===== src/hw/rtl/annexb_pkg.sv =====
// ============================================================================
// annexb_pkg
// Shared types and constants for the Annex B start code splitter.
// ============================================================================
package annexb_pkg;

    // start code bytes
    localparam logic [7:0] START_ZERO = 8'h00;
    localparam logic [7:0] START_ONE  = 8'h01;

    // delay window, results per input word, output queue
    localparam int WIN_DEPTH = 4;
    localparam int MAX_RES   = 5;
    localparam int Q_DEPTH   = 8;
    localparam int FILL_W    = $clog2(WIN_DEPTH + 1);
    localparam int RES_W     = $clog2(MAX_RES + 1);
    localparam int CNT_W     = $clog2(Q_DEPTH + 1);
    localparam int Q_IDX_W   = $clog2(Q_DEPTH);
    localparam int RES_IDX_W = $clog2(MAX_RES);

    // queue accepts a new input word only while this many entries or fewer wait
    localparam int ACCEPT_MAX = Q_DEPTH - MAX_RES;

    // one output word
    typedef struct packed {
        logic [7:0] data;
        logic       first;
        logic       last;
    } t_res;

endpackage


===== src/hw/rtl/annexb_nal_unit_splitter.sv =====
// ============================================================================
// annexb_nal_unit_splitter
// Splits an Annex B byte stream into units at 00 00 01 start codes.
// ============================================================================
// A byte stream enters one byte per word on the slave side and unit payload
// bytes leave on the master side, start codes removed, each marked with first
// (tuser) and last (tlast). A zero ahead of 00 00 01 belongs to the start code.
// Bytes before the first start code are dropped; tlast on the input ends the
// stream, flushes the open unit and returns the block to its reset state.
// One input byte is taken per clock while s_axis_tready is high: a byte is
// decoded combinationally against a four-byte delay window and its zero to
// five output words go into an eight-entry output queue. Input is accepted
// while three or fewer words wait in that queue, so with the master side
// always ready the block runs at one byte per cycle; only the flush burst at
// end of stream can hold the input. A word written into an empty queue is
// offered on the master side in the cycle right after the edge that writes it.
module annexb_nal_unit_splitter (
    input  logic                  i_clk,
    input  logic                  i_rst_n,
    // input stream
    input  logic                  s_axis_tvalid,
    output logic                  s_axis_tready,
    input  logic [7:0]            s_axis_tdata,   // [7:0] stream_byte
    input  logic                  s_axis_tlast,   // stream_end
    // output stream
    output logic                  m_axis_tvalid,
    input  logic                  m_axis_tready,
    output logic [7:0]            m_axis_tdata,   // [7:0] unit_byte
    output logic [0:0]            m_axis_tuser,   // [0] unit_first
    output logic                  m_axis_tlast    // unit_last
);
    import annexb_pkg::*;

    // window, newest byte at the top index
    logic [7:0]        r_win [WIN_DEPTH];
    logic [FILL_W-1:0] r_fill;
    logic              r_inside;
    logic              r_first;
    t_res              r_q [Q_DEPTH];
    logic [CNT_W-1:0]  r_cnt;

    logic [7:0]        n_win [WIN_DEPTH];
    logic [FILL_W-1:0] n_fill;
    logic              n_inside;
    logic              n_first;
    t_res              n_q [Q_DEPTH];
    logic [CNT_W-1:0]  n_cnt;

    logic              push;
    logic              pop;
    logic              code3;
    logic              code4;
    logic              overflow;
    logic              last_en;
    logic [FILL_W-1:0] n_bytes;
    logic [FILL_W-1:0] pay;
    logic [RES_W-1:0]  k;
    logic [RES_W-1:0]  last_idx;
    logic [2:0]        sh;
    logic [8*MAX_RES-1:0] vec;
    logic [8*MAX_RES-1:0] ord;
    t_res              w_res [MAX_RES];
    logic [CNT_W-1:0]  base;
    logic [CNT_W-1:0]  off;

    // handshakes
    assign s_axis_tready = (r_cnt <= CNT_W'(ACCEPT_MAX));
    assign m_axis_tvalid = (r_cnt != '0);
    assign push          = s_axis_tvalid & s_axis_tready;
    assign pop           = m_axis_tvalid & m_axis_tready;

    // queue head drives the output
    assign m_axis_tdata    = r_q[0].data;
    assign m_axis_tuser[0] = r_q[0].first;
    assign m_axis_tlast    = r_q[0].last;

    // start code detection on the newest bytes
    assign code3 = (r_fill >= FILL_W'(2)) && (r_win[WIN_DEPTH-2] == START_ZERO)
                 && (r_win[WIN_DEPTH-1] == START_ZERO) && (s_axis_tdata == START_ONE);
    assign code4 = code3 && (r_fill >= FILL_W'(3)) && (r_win[WIN_DEPTH-3] == START_ZERO);
    assign overflow = (r_fill == FILL_W'(WIN_DEPTH));

    // known bytes, oldest first
    assign n_bytes = r_fill + FILL_W'(1);
    assign sh      = 3'(WIN_DEPTH) - 3'(r_fill);
    assign vec     = {s_axis_tdata, r_win[3], r_win[2], r_win[1], r_win[0]};
    assign ord     = vec >> {sh, 3'b000};
    assign pay     = n_bytes - (code4 ? FILL_W'(4) : FILL_W'(3));

    // number of words produced by this byte
    always_comb begin
        if (code3) begin
            k = r_inside ? RES_W'(pay) : '0;
        end else if (s_axis_tlast) begin
            k = r_inside ? RES_W'(n_bytes) : '0;
        end else if (overflow && r_inside) begin
            k = RES_W'(1);
        end else begin
            k = '0;
        end
    end

    assign last_en  = code3 | s_axis_tlast;
    assign last_idx = k - RES_W'(1);

    // result words
    always_comb begin
        for (int j = 0; j < MAX_RES; j++) begin
            w_res[j].data  = ord[8*j +: 8];
            w_res[j].first = (j == 0) && r_first;
            w_res[j].last  = last_en && (RES_W'(j) == last_idx);
        end
    end

    // window and unit state update
    always_comb begin
        n_win    = r_win;
        n_fill   = r_fill;
        n_inside = r_inside;
        n_first  = r_first;
        if (push) begin
            if (code3) begin
                n_fill   = '0;
                n_inside = !s_axis_tlast;
                n_first  = !s_axis_tlast;
            end else if (s_axis_tlast) begin
                n_fill   = '0;
                n_inside = 1'b0;
                n_first  = 1'b0;
            end else begin
                for (int j = 0; j < WIN_DEPTH - 1; j++) begin
                    n_win[j] = r_win[j+1];
                end
                n_win[WIN_DEPTH-1] = s_axis_tdata;
                n_fill = overflow ? r_fill : n_bytes;
                if (k != '0) begin
                    n_first = 1'b0;
                end
            end
        end
    end

    // output queue: shift on pop, append results behind the remaining words
    assign base = r_cnt - CNT_W'(pop);
    always_comb begin
        off = '0;
        for (int j = 0; j < Q_DEPTH; j++) begin
            if (pop && j < Q_DEPTH - 1) begin
                n_q[j] = r_q[(j + 1) % Q_DEPTH];
            end else begin
                n_q[j] = r_q[j];
            end
            off = CNT_W'(j) - base;
            if (push && (CNT_W'(j) >= base) && (off < CNT_W'(k))) begin
                n_q[j] = w_res[off[RES_IDX_W-1:0]];
            end
        end
        n_cnt = base + (push ? CNT_W'(k) : '0);
    end

    // control registers
    always_ff @(posedge i_clk) begin
        if (!i_rst_n) begin
            r_fill   <= '0;
            r_inside <= 1'b0;
            r_first  <= 1'b0;
            r_cnt    <= '0;
        end else begin
            r_fill   <= n_fill;
            r_inside <= n_inside;
            r_first  <= n_first;
            r_cnt    <= n_cnt;
        end
    end

    // payload registers
    always_ff @(posedge i_clk) begin
        r_win <= n_win;
        r_q   <= n_q;
    end

    // queue never overfills
    a_cnt_range: assert property (@(posedge i_clk) disable iff (!i_rst_n)
        r_cnt <= CNT_W'(Q_DEPTH))
        else $error("output queue count out of range");

    // window fill stays within the window
    a_fill_range: assert property (@(posedge i_clk) disable iff (!i_rst_n)
        r_fill <= FILL_W'(WIN_DEPTH))
        else $error("window fill out of range");

    // end of stream returns to the reset state
    a_end_reset: assert property (@(posedge i_clk) disable iff (!i_rst_n)
        (push && s_axis_tlast) |=> (!r_inside && !r_first && r_fill == '0))
        else $error("stream end did not clear unit state");

    // a word taken with nothing new leaves the count one lower
    a_pop_count: assert property (@(posedge i_clk) disable iff (!i_rst_n)
        (pop && !push) |=> (r_cnt == $past(r_cnt) - CNT_W'(1)))
        else $error("queue count mismatch after pop");

    // bytes outside a unit never produce words
    a_outside_quiet: assert property (@(posedge i_clk) disable iff (!i_rst_n)
        (push && !r_inside && !pop) |=> (r_cnt == $past(r_cnt)))
        else $error("word produced outside a unit");

endmodule


===== config.mk =====
export PLATFORM = sky130hd
export DESIGN_NAME = annexb_nal_unit_splitter
export DESIGN_NICKNAME = d
export VERILOG_FILES = /design/src/hw/rtl/annexb_pkg.sv /design/src/hw/rtl/annexb_nal_unit_splitter.sv
export SDC_FILE = /design/constraint.sdc
export NUM_CORES = 1
export LEC_CHECK = 0
export BUFFER_PORTS_ARGS = -buffer_cell sky130_fd_sc_hd__buf_2
export CORE_MARGIN = 4
export CORE_UTILIZATION = 69
export CTS_BUF_LIST = sky130_fd_sc_hd__clkbuf_16
export CTS_CLUSTER_DIAMETER = 100
export DETAILED_ROUTE_END_ITERATION = 7
export PLACE_DENSITY_LB_ADDON = 0.1
export SLEW_MARGIN = 20
export SYNTH_ARGS = -nofsm -noshare
export SYNTH_HDL_FRONTEND = slang
export SYNTH_SLANG_ARGS = --single-unit

===== constraint.sdc =====
create_clock -name i_clk -period 9.65 [get_ports i_clk]
set_input_delay 1.4475 -clock i_clk [delete_from_list [all_inputs] [get_ports i_clk]]
set_output_delay 1.4475 -clock i_clk [all_outputs]
set_load 0.02 [all_outputs]

# Word-level counts from Yosys, hierarchy flattened
# Index checks and enable logic that the tools add are counted.
[totals]
reg_bits = 121
latchBits = 0
ram_bits = 0
mem_bits_ro = 0
in_bits = 13
out_inout_bits = 12
word_cells = 194
n_memories = 0
[op_classes]
add_sub_neg = 14
n_mul = 0
div_mod_pow = 0
order_cmp = 27
eq_ne = 7
shifts = 1
n_mux = 53
bitwise = 13
n_reduce_logical = 47
[ops]
columns = ["cell", "count"]
rows = [
  ["two-way mux 10 bit", 30],
  ["binary-select mux 10 bit (select 3 bit)", 8],
  [">> shifter 40 x 6 -> 40 bit", 1],
  ["greater-or-equal comparator 4 bit, second input constant", 8],
  ["less-than comparator 4 x 3 -> 1 bit", 8],
  ["inverter 3 -> 4 bit", 8],
  ["logical AND 1 bit", 27],
  ["two-way mux 3 bit", 9],
  ["zero test 8 bit", 3],
  ["greater-or-equal comparator 3 x 4 -> 1 bit, first input constant", 4],
  ["nonzero test 2 bit", 8],
  ["subtractor 3 x 4 -> 4 bit, first input constant", 4],
  ["equality test 8 x 1 -> 1 bit, second input constant", 1],
  ["greater-or-equal comparator 1 x 4 -> 1 bit, first input constant", 2],
  ["greater-or-equal comparator 2 x 4 -> 1 bit, first input constant", 2],
  ["subtractor 1 x 4 -> 4 bit, first input constant", 2],
  ["subtractor 2 x 4 -> 4 bit, first input constant", 2],
  ["equality test 2 x 3 -> 1 bit, first input constant", 2],
  ["greater-or-equal comparator 3 x 2 -> 1 bit, second input constant", 2],
  ["two-way mux 1 bit", 6],
  ["AND reduction 2 bit", 3],
  ["nonzero test 3 bit", 2],
  ["adder 4 x 3 -> 4 bit", 1],
  ["<= comparator 4 x 2 -> 1 bit, second input constant", 1],
  ["other kinds (16)", 18],
]

# Logic depth before layout (Yosys ltp)
[depth]
depth_word = 17
ltp_mapped = 20
ltp_nobuf = 19

# Least setup slack after synthesis
# OpenSTA, ideal clock, no wires.
[synth_path]
path_type = "input-to-reg"
startpoint = "input s_axis_tdata[3]"
endpoint = "register r_q[0] (netlist bit), enable pin"
arrival_time_ns = 5.328
required_ns = 9.242
slack_ns = 3.914
path_stages = 14
path_cell_list = "nor4_4 -> and4_4 -> nand2_1 -> or2_2 -> ha_1 -> inv_1 -> fa_1 -> xnor2_1 -> xnor2_1 -> nor2_1 -> o21ai_0 -> ha_1 -> a21oi_1 -> nor4b_1"
[synth_between]
elab_chain_cells = 10
[synth_rtl]
columns = ["element", "line_no", "text"]
rows = [
  ["start: declaration", "annexb_nal_unit_splitter.sv:23", "input logic [7:0] s_axis_tdata,"],
  ["equality test 8 x 1 -> 1 bit *", "annexb_nal_unit_splitter.sv:79", "&& (r_win[WIN_DEPTH-1] == START_ZERO) && (s_axis_tdata == START_ONE);"],
  ["logical AND 1 bit *", "annexb_nal_unit_splitter.sv:79", ""],
  ["logical AND 1 bit (2 in a row)", "annexb_nal_unit_splitter.sv:80", "assign code4 = code3 && (r_fill >= FILL_W'(3)) && (r_win[WIN_DEPTH-3] == START_ZERO);"],
  ["two-way mux 3 bit", "annexb_nal_unit_splitter.sv:88", "assign pay = n_bytes - (code4 ? FILL_W'(4) : FILL_W'(3));"],
  ["subtractor 3 bit", "annexb_nal_unit_splitter.sv:88", ""],
  ["two-way mux 3 bit", "annexb_nal_unit_splitter.sv:93", "k = r_inside ? RES_W'(pay) : '0;"],
  ["two-way mux 3 bit *", "annexb_nal_unit_splitter.sv:92", "if (code3) begin"],
  ["less-than comparator 4 x 3 -> 1 bit *", "annexb_nal_unit_splitter.sv:154", "if (push && (CNT_W'(j) >= base) && (off < CNT_W'(k))) begin"],
  ["logical AND 1 bit *", "annexb_nal_unit_splitter.sv:154", ""],
  ["end signal: assignment", "annexb_nal_unit_splitter.sv:179", "r_q <= n_q;"],
  ["end: declaration", "annexb_nal_unit_splitter.sv:39", "t_res r_q [Q_DEPTH];"],
]
# Mark *: on every way between the ends. The rest lies on a longest branch, timed or not.
# A chain may end at the register's enable or synchronous reset.

# Worst setup path in the final report
[layout_path]
startpoint = "input m_axis_tready"
endpoint = "register r_q[36] (netlist bit), enable pin"
[layout_between]
elab_chain_cells = 6
word_cells_on_any_way = 8
classes_between = "add/sub (2); order compare (2); bitwise (1); reduce/logical (3)"
[layout_rtl]
columns = ["element", "line_no", "text"]
rows = [
  ["start: declaration", "annexb_nal_unit_splitter.sv:27", "input logic m_axis_tready,"],
  ["AND 1 bit *", "annexb_nal_unit_splitter.sv:70", "assign pop = m_axis_tvalid & m_axis_tready;"],
  ["subtractor 4 x 1 -> 4 bit", "annexb_nal_unit_splitter.sv:144", "assign base = r_cnt - CNT_W'(pop);"],
  ["subtractor 3 x 4 -> 4 bit or greater-or-equal comparator 3 x 4 -> 1 bit (tied branches)", "annexb_nal_unit_splitter.sv:153, annexb_nal_unit_splitter.sv:154", ""],
  ["less-than comparator 4 x 3 -> 1 bit or logical AND 1 bit (tied branches)", "annexb_nal_unit_splitter.sv:154", ""],
  ["logical AND 1 bit", "annexb_nal_unit_splitter.sv:154", ""],
  ["nonzero test 2 bit (no source line) *", "--", ""],
]
# Marks and branches as above.

==> flow_metrics.py <==
metrics = {
    "place": {
        "postPlaceCellArea_sq_mm": 0.00874,
        "port_buffers": 24,
        "gp_congestion": 0.970,
        "dp_hpwl_mm": 16.7,
    },
    "clock_network": {
        "cts-root-buf": "clkbuf_16",
        "numCtsBuffers": 17,
        "cts_setup_buffers": 0,
        "cts-root-to-sink-buffers": 2,
        "h-tree-depth": 4,
        "tritoncts": "yes",
        "cts-hold-fix-buffers": 0,
        "cts_resized": 0,
        "clk_latency_ps": 420,
        "cts_sinks": 121,
        "clk_pin_slew_ps": 60,
    },
    "drt": {
        "viasPerCell": 6.93,
        "drtPass1Iterations": 6,
        "wire_per_inst_um": 23.0,
        "ant_nets": 0,
        "drtIter0Drc": 1047,
        "drt-total-wl_mm": 24.1,
        "num_vias": 7261,
        "drc": 0,
    },
    "flow_run": {
        "max_cap_violations": 0,
    },
    "cells_and_area": {
        "antenna-diode-count": 0,
        "area_delta_synth_final_pct": 8.35,
        "nets": 917,
        "fin_util": 0.772,
        "final_area_sq_mm": 0.00935,
        "drive_above_1_share": 0.151,
        "nFillCells": 831,
    },
    "setup_path": {
        "crit_path_end_kind": "register",
        "cp.required_ps": 9750,
        "crit_fanout": 21,
        "cp_data_arrival_time_ps": 6610,
        "path_class": "input pin to register",
        "start_kind": "input pin",
    },
    "synthesis": {
        "synth_top_area_cell": "edfxtp_1",
        "yosys-top-cells-area": "edfxtp_1 39%, a21oi_1 4.9%, ha_1 4.9%",
        "ys_warn_count": 0,
        "synth_flop_cell": "edfxtp_1",
        "synth_common_cells": "112 x edfxtp_1, 109 x nand2_1, 95 x nor2_1",
        "syn_nets": 931,
        "synthArstFlopShare": 0,
        "yosys.cell_count.top_type": "edfxtp_1",
        "synth-edff-count": 112,
        "syn_area_per_cell_sq_um": 9.78,
        "synth.cell_area_sq_mm": 0.00863,
        "ys_types": 75,
        "synth_top_cell_area_share": 0.390,
        "syn_inst": 882,
        "ys_seq_elements": 121,
        "ys_seq_area_frac": 0.411,
    },
    "floorplan": {
        "coreArea_sq_mm": 0.0121,
        "die_h_um": 120,
        "io_pins": 25,
        "start_util": 0.712,
        "die_area_sq_mm": 0.0144,
        "die_x_um": 120,
        "rows": 40,
    },
    "timing": {
        "slew_headroom": 0.357,
        "fin_skew_ps": 8.49,
        "drv_slew": 0,
        "final.setup.tns_ps": 0,
        "fin_crit_ps": 6510,
        "finalSetupViolCount": 0,
        "worst_pin_slew_ps": 958,
        "grt_setup_unrepaired": "false",
        "whs_ps": 487,
        "finalHoldViolations": 0,
        "fmax_ghz": 0.154,
        "finalCritPeriodShare": 0.674,
    },
    "grt": {
        "gr-total-overflow": 0,
        "grt_usage": 0.345,
        "grt_max_degree": 70,
        "antenna_found_initial": 0,
        "grt_pass1_vias": 6903,
        "grt_pass1_wl_mm": 37.7,
    },
    "hold_path": {
        "hold_class": "register to register",
    },
    "status": {
        "status": "finished clean",
    },
}
final timing paths:
path,startpoint,cells past startpoint,to,slack [ps]
max,m_axis_tready,14,r_q[36],3140
min,r_win[19],0,r_win[27],490
max reg2reg,r_cnt[2],15,r_q[36],3370
min reg2reg,r_win[19],0,r_win[27],490
logic make-up (layout without fill, tap and decap cells):
logic type	after synthesis	count (layout)	synth area share
XOR/XNOR	16	16	0.0202
AND/OR/NAND/NOR	302	302	0.176
buffers and inverters	95	93	0.0497
AO/OA/AOI/OAI	247	247	0.189
flip-flops	121	121	0.411
adder cells (fa/ha/maj)	36	36	0.0540
multiplexers	65	65	0.101
registers in the layout, summed over array words and instances (netlist names):
register      count
r_q              70
r_first           1
r_inside          1
m_axis_tuser      1
m_axis_tlast      1
r_fill            3
r_win            32
r_cnt             4
m_axis_tdata      8
per-layer routing:
layer / wire length, um / global-route usage / part of all wire
met1: 9310 / 0.440 / 0.39
met2: 11500 / 0.563 / 0.48
met3: 2170 / 0.0679 / 0.090
met4: 1110 / 0.171 / 0.046
met5: 0 / 0 / 0
worst max-delay path: stages:
cell,delay [ps]
buf_2,100
nand2_1,150
inv_1,130
ha_2,210
ha_1,740
inv_1,630
ha_1,930
inv_1,510
ha_1,360
a2111oi_0,530
nand2_1,100
a31oi_1,160
buf_4,270
or2_2,320
area by class of cell:
| type | instances | area, sq um | area share |
|---|---|---|---|
| clock buffers | 17 | 425 | 0.0455 |
| flip-flops and latches | 121 | 3540 | 0.379 |
| well taps | 168 | 210 | 0.0225 |
| multi-input cells | 666 | 4670 | 0.500 |
| clock inverters | 14 | 183 | 0.0195 |
| repair buffers | 37 | 218 | 0.0233 |
| inverters | 25 | 93.8 | 0.0100 |
through the flow:
| step | cells | setup WS (ps) |
|---|---|---|
| floorplan | 882 | 3910 |
| global placement | 1017 | 3200 |
| detailed placement | 1017 | 2990 |
| CTS | 1048 | 3370 |
| global route | 1048 | 2860 |
| finish | 1048 | 3140 |
cells in the final DEF, fill, tap and decap left out, types with 3 or more instances in the layout:
| cell type | count |
|---|---|
| nor4_1 | 9 |
| o21a_1 | 17 |
| nand3_1 | 14 |
| or2_1 | 3 |
| mux2i_1 | 32 |
| mux4_2 | 15 |
| nor4_4 | 5 |
| nand4_1 | 5 |
| a21oi_1 | 85 |
| xor2_1 | 5 |
| clkbuf_16 | 17 |
| buf_4 | 13 |
| and2_1 | 8 |
| inv_1 | 25 |
| and4_1 | 7 |
| edfxtp_1 | 112 |
| nor2_1 | 94 |
| mux2_1 | 6 |
| a31oi_1 | 10 |
| bufinv_16 | 4 |
| dfxtp_1 | 8 |
| o22ai_1 | 9 |
| or2_2 | 3 |
| a22oi_1 | 13 |
| o22a_1 | 7 |
| xnor2_1 | 7 |
| nor2b_1 | 16 |
| mux2_2 | 10 |
| o21ai_0 | 20 |
| a211oi_1 | 23 |
| ha_1 | 33 |
| nor3_1 | 11 |
| o21ai_1 | 19 |
| nor3_2 | 4 |
| nand2_1 | 109 |
| buf_2 | 24 |
| o211ai_1 | 16 |
Power is left out: the tool's default activity adds up to more than one toggle a clock period on the data nets, which glitch-free logic cannot reach.
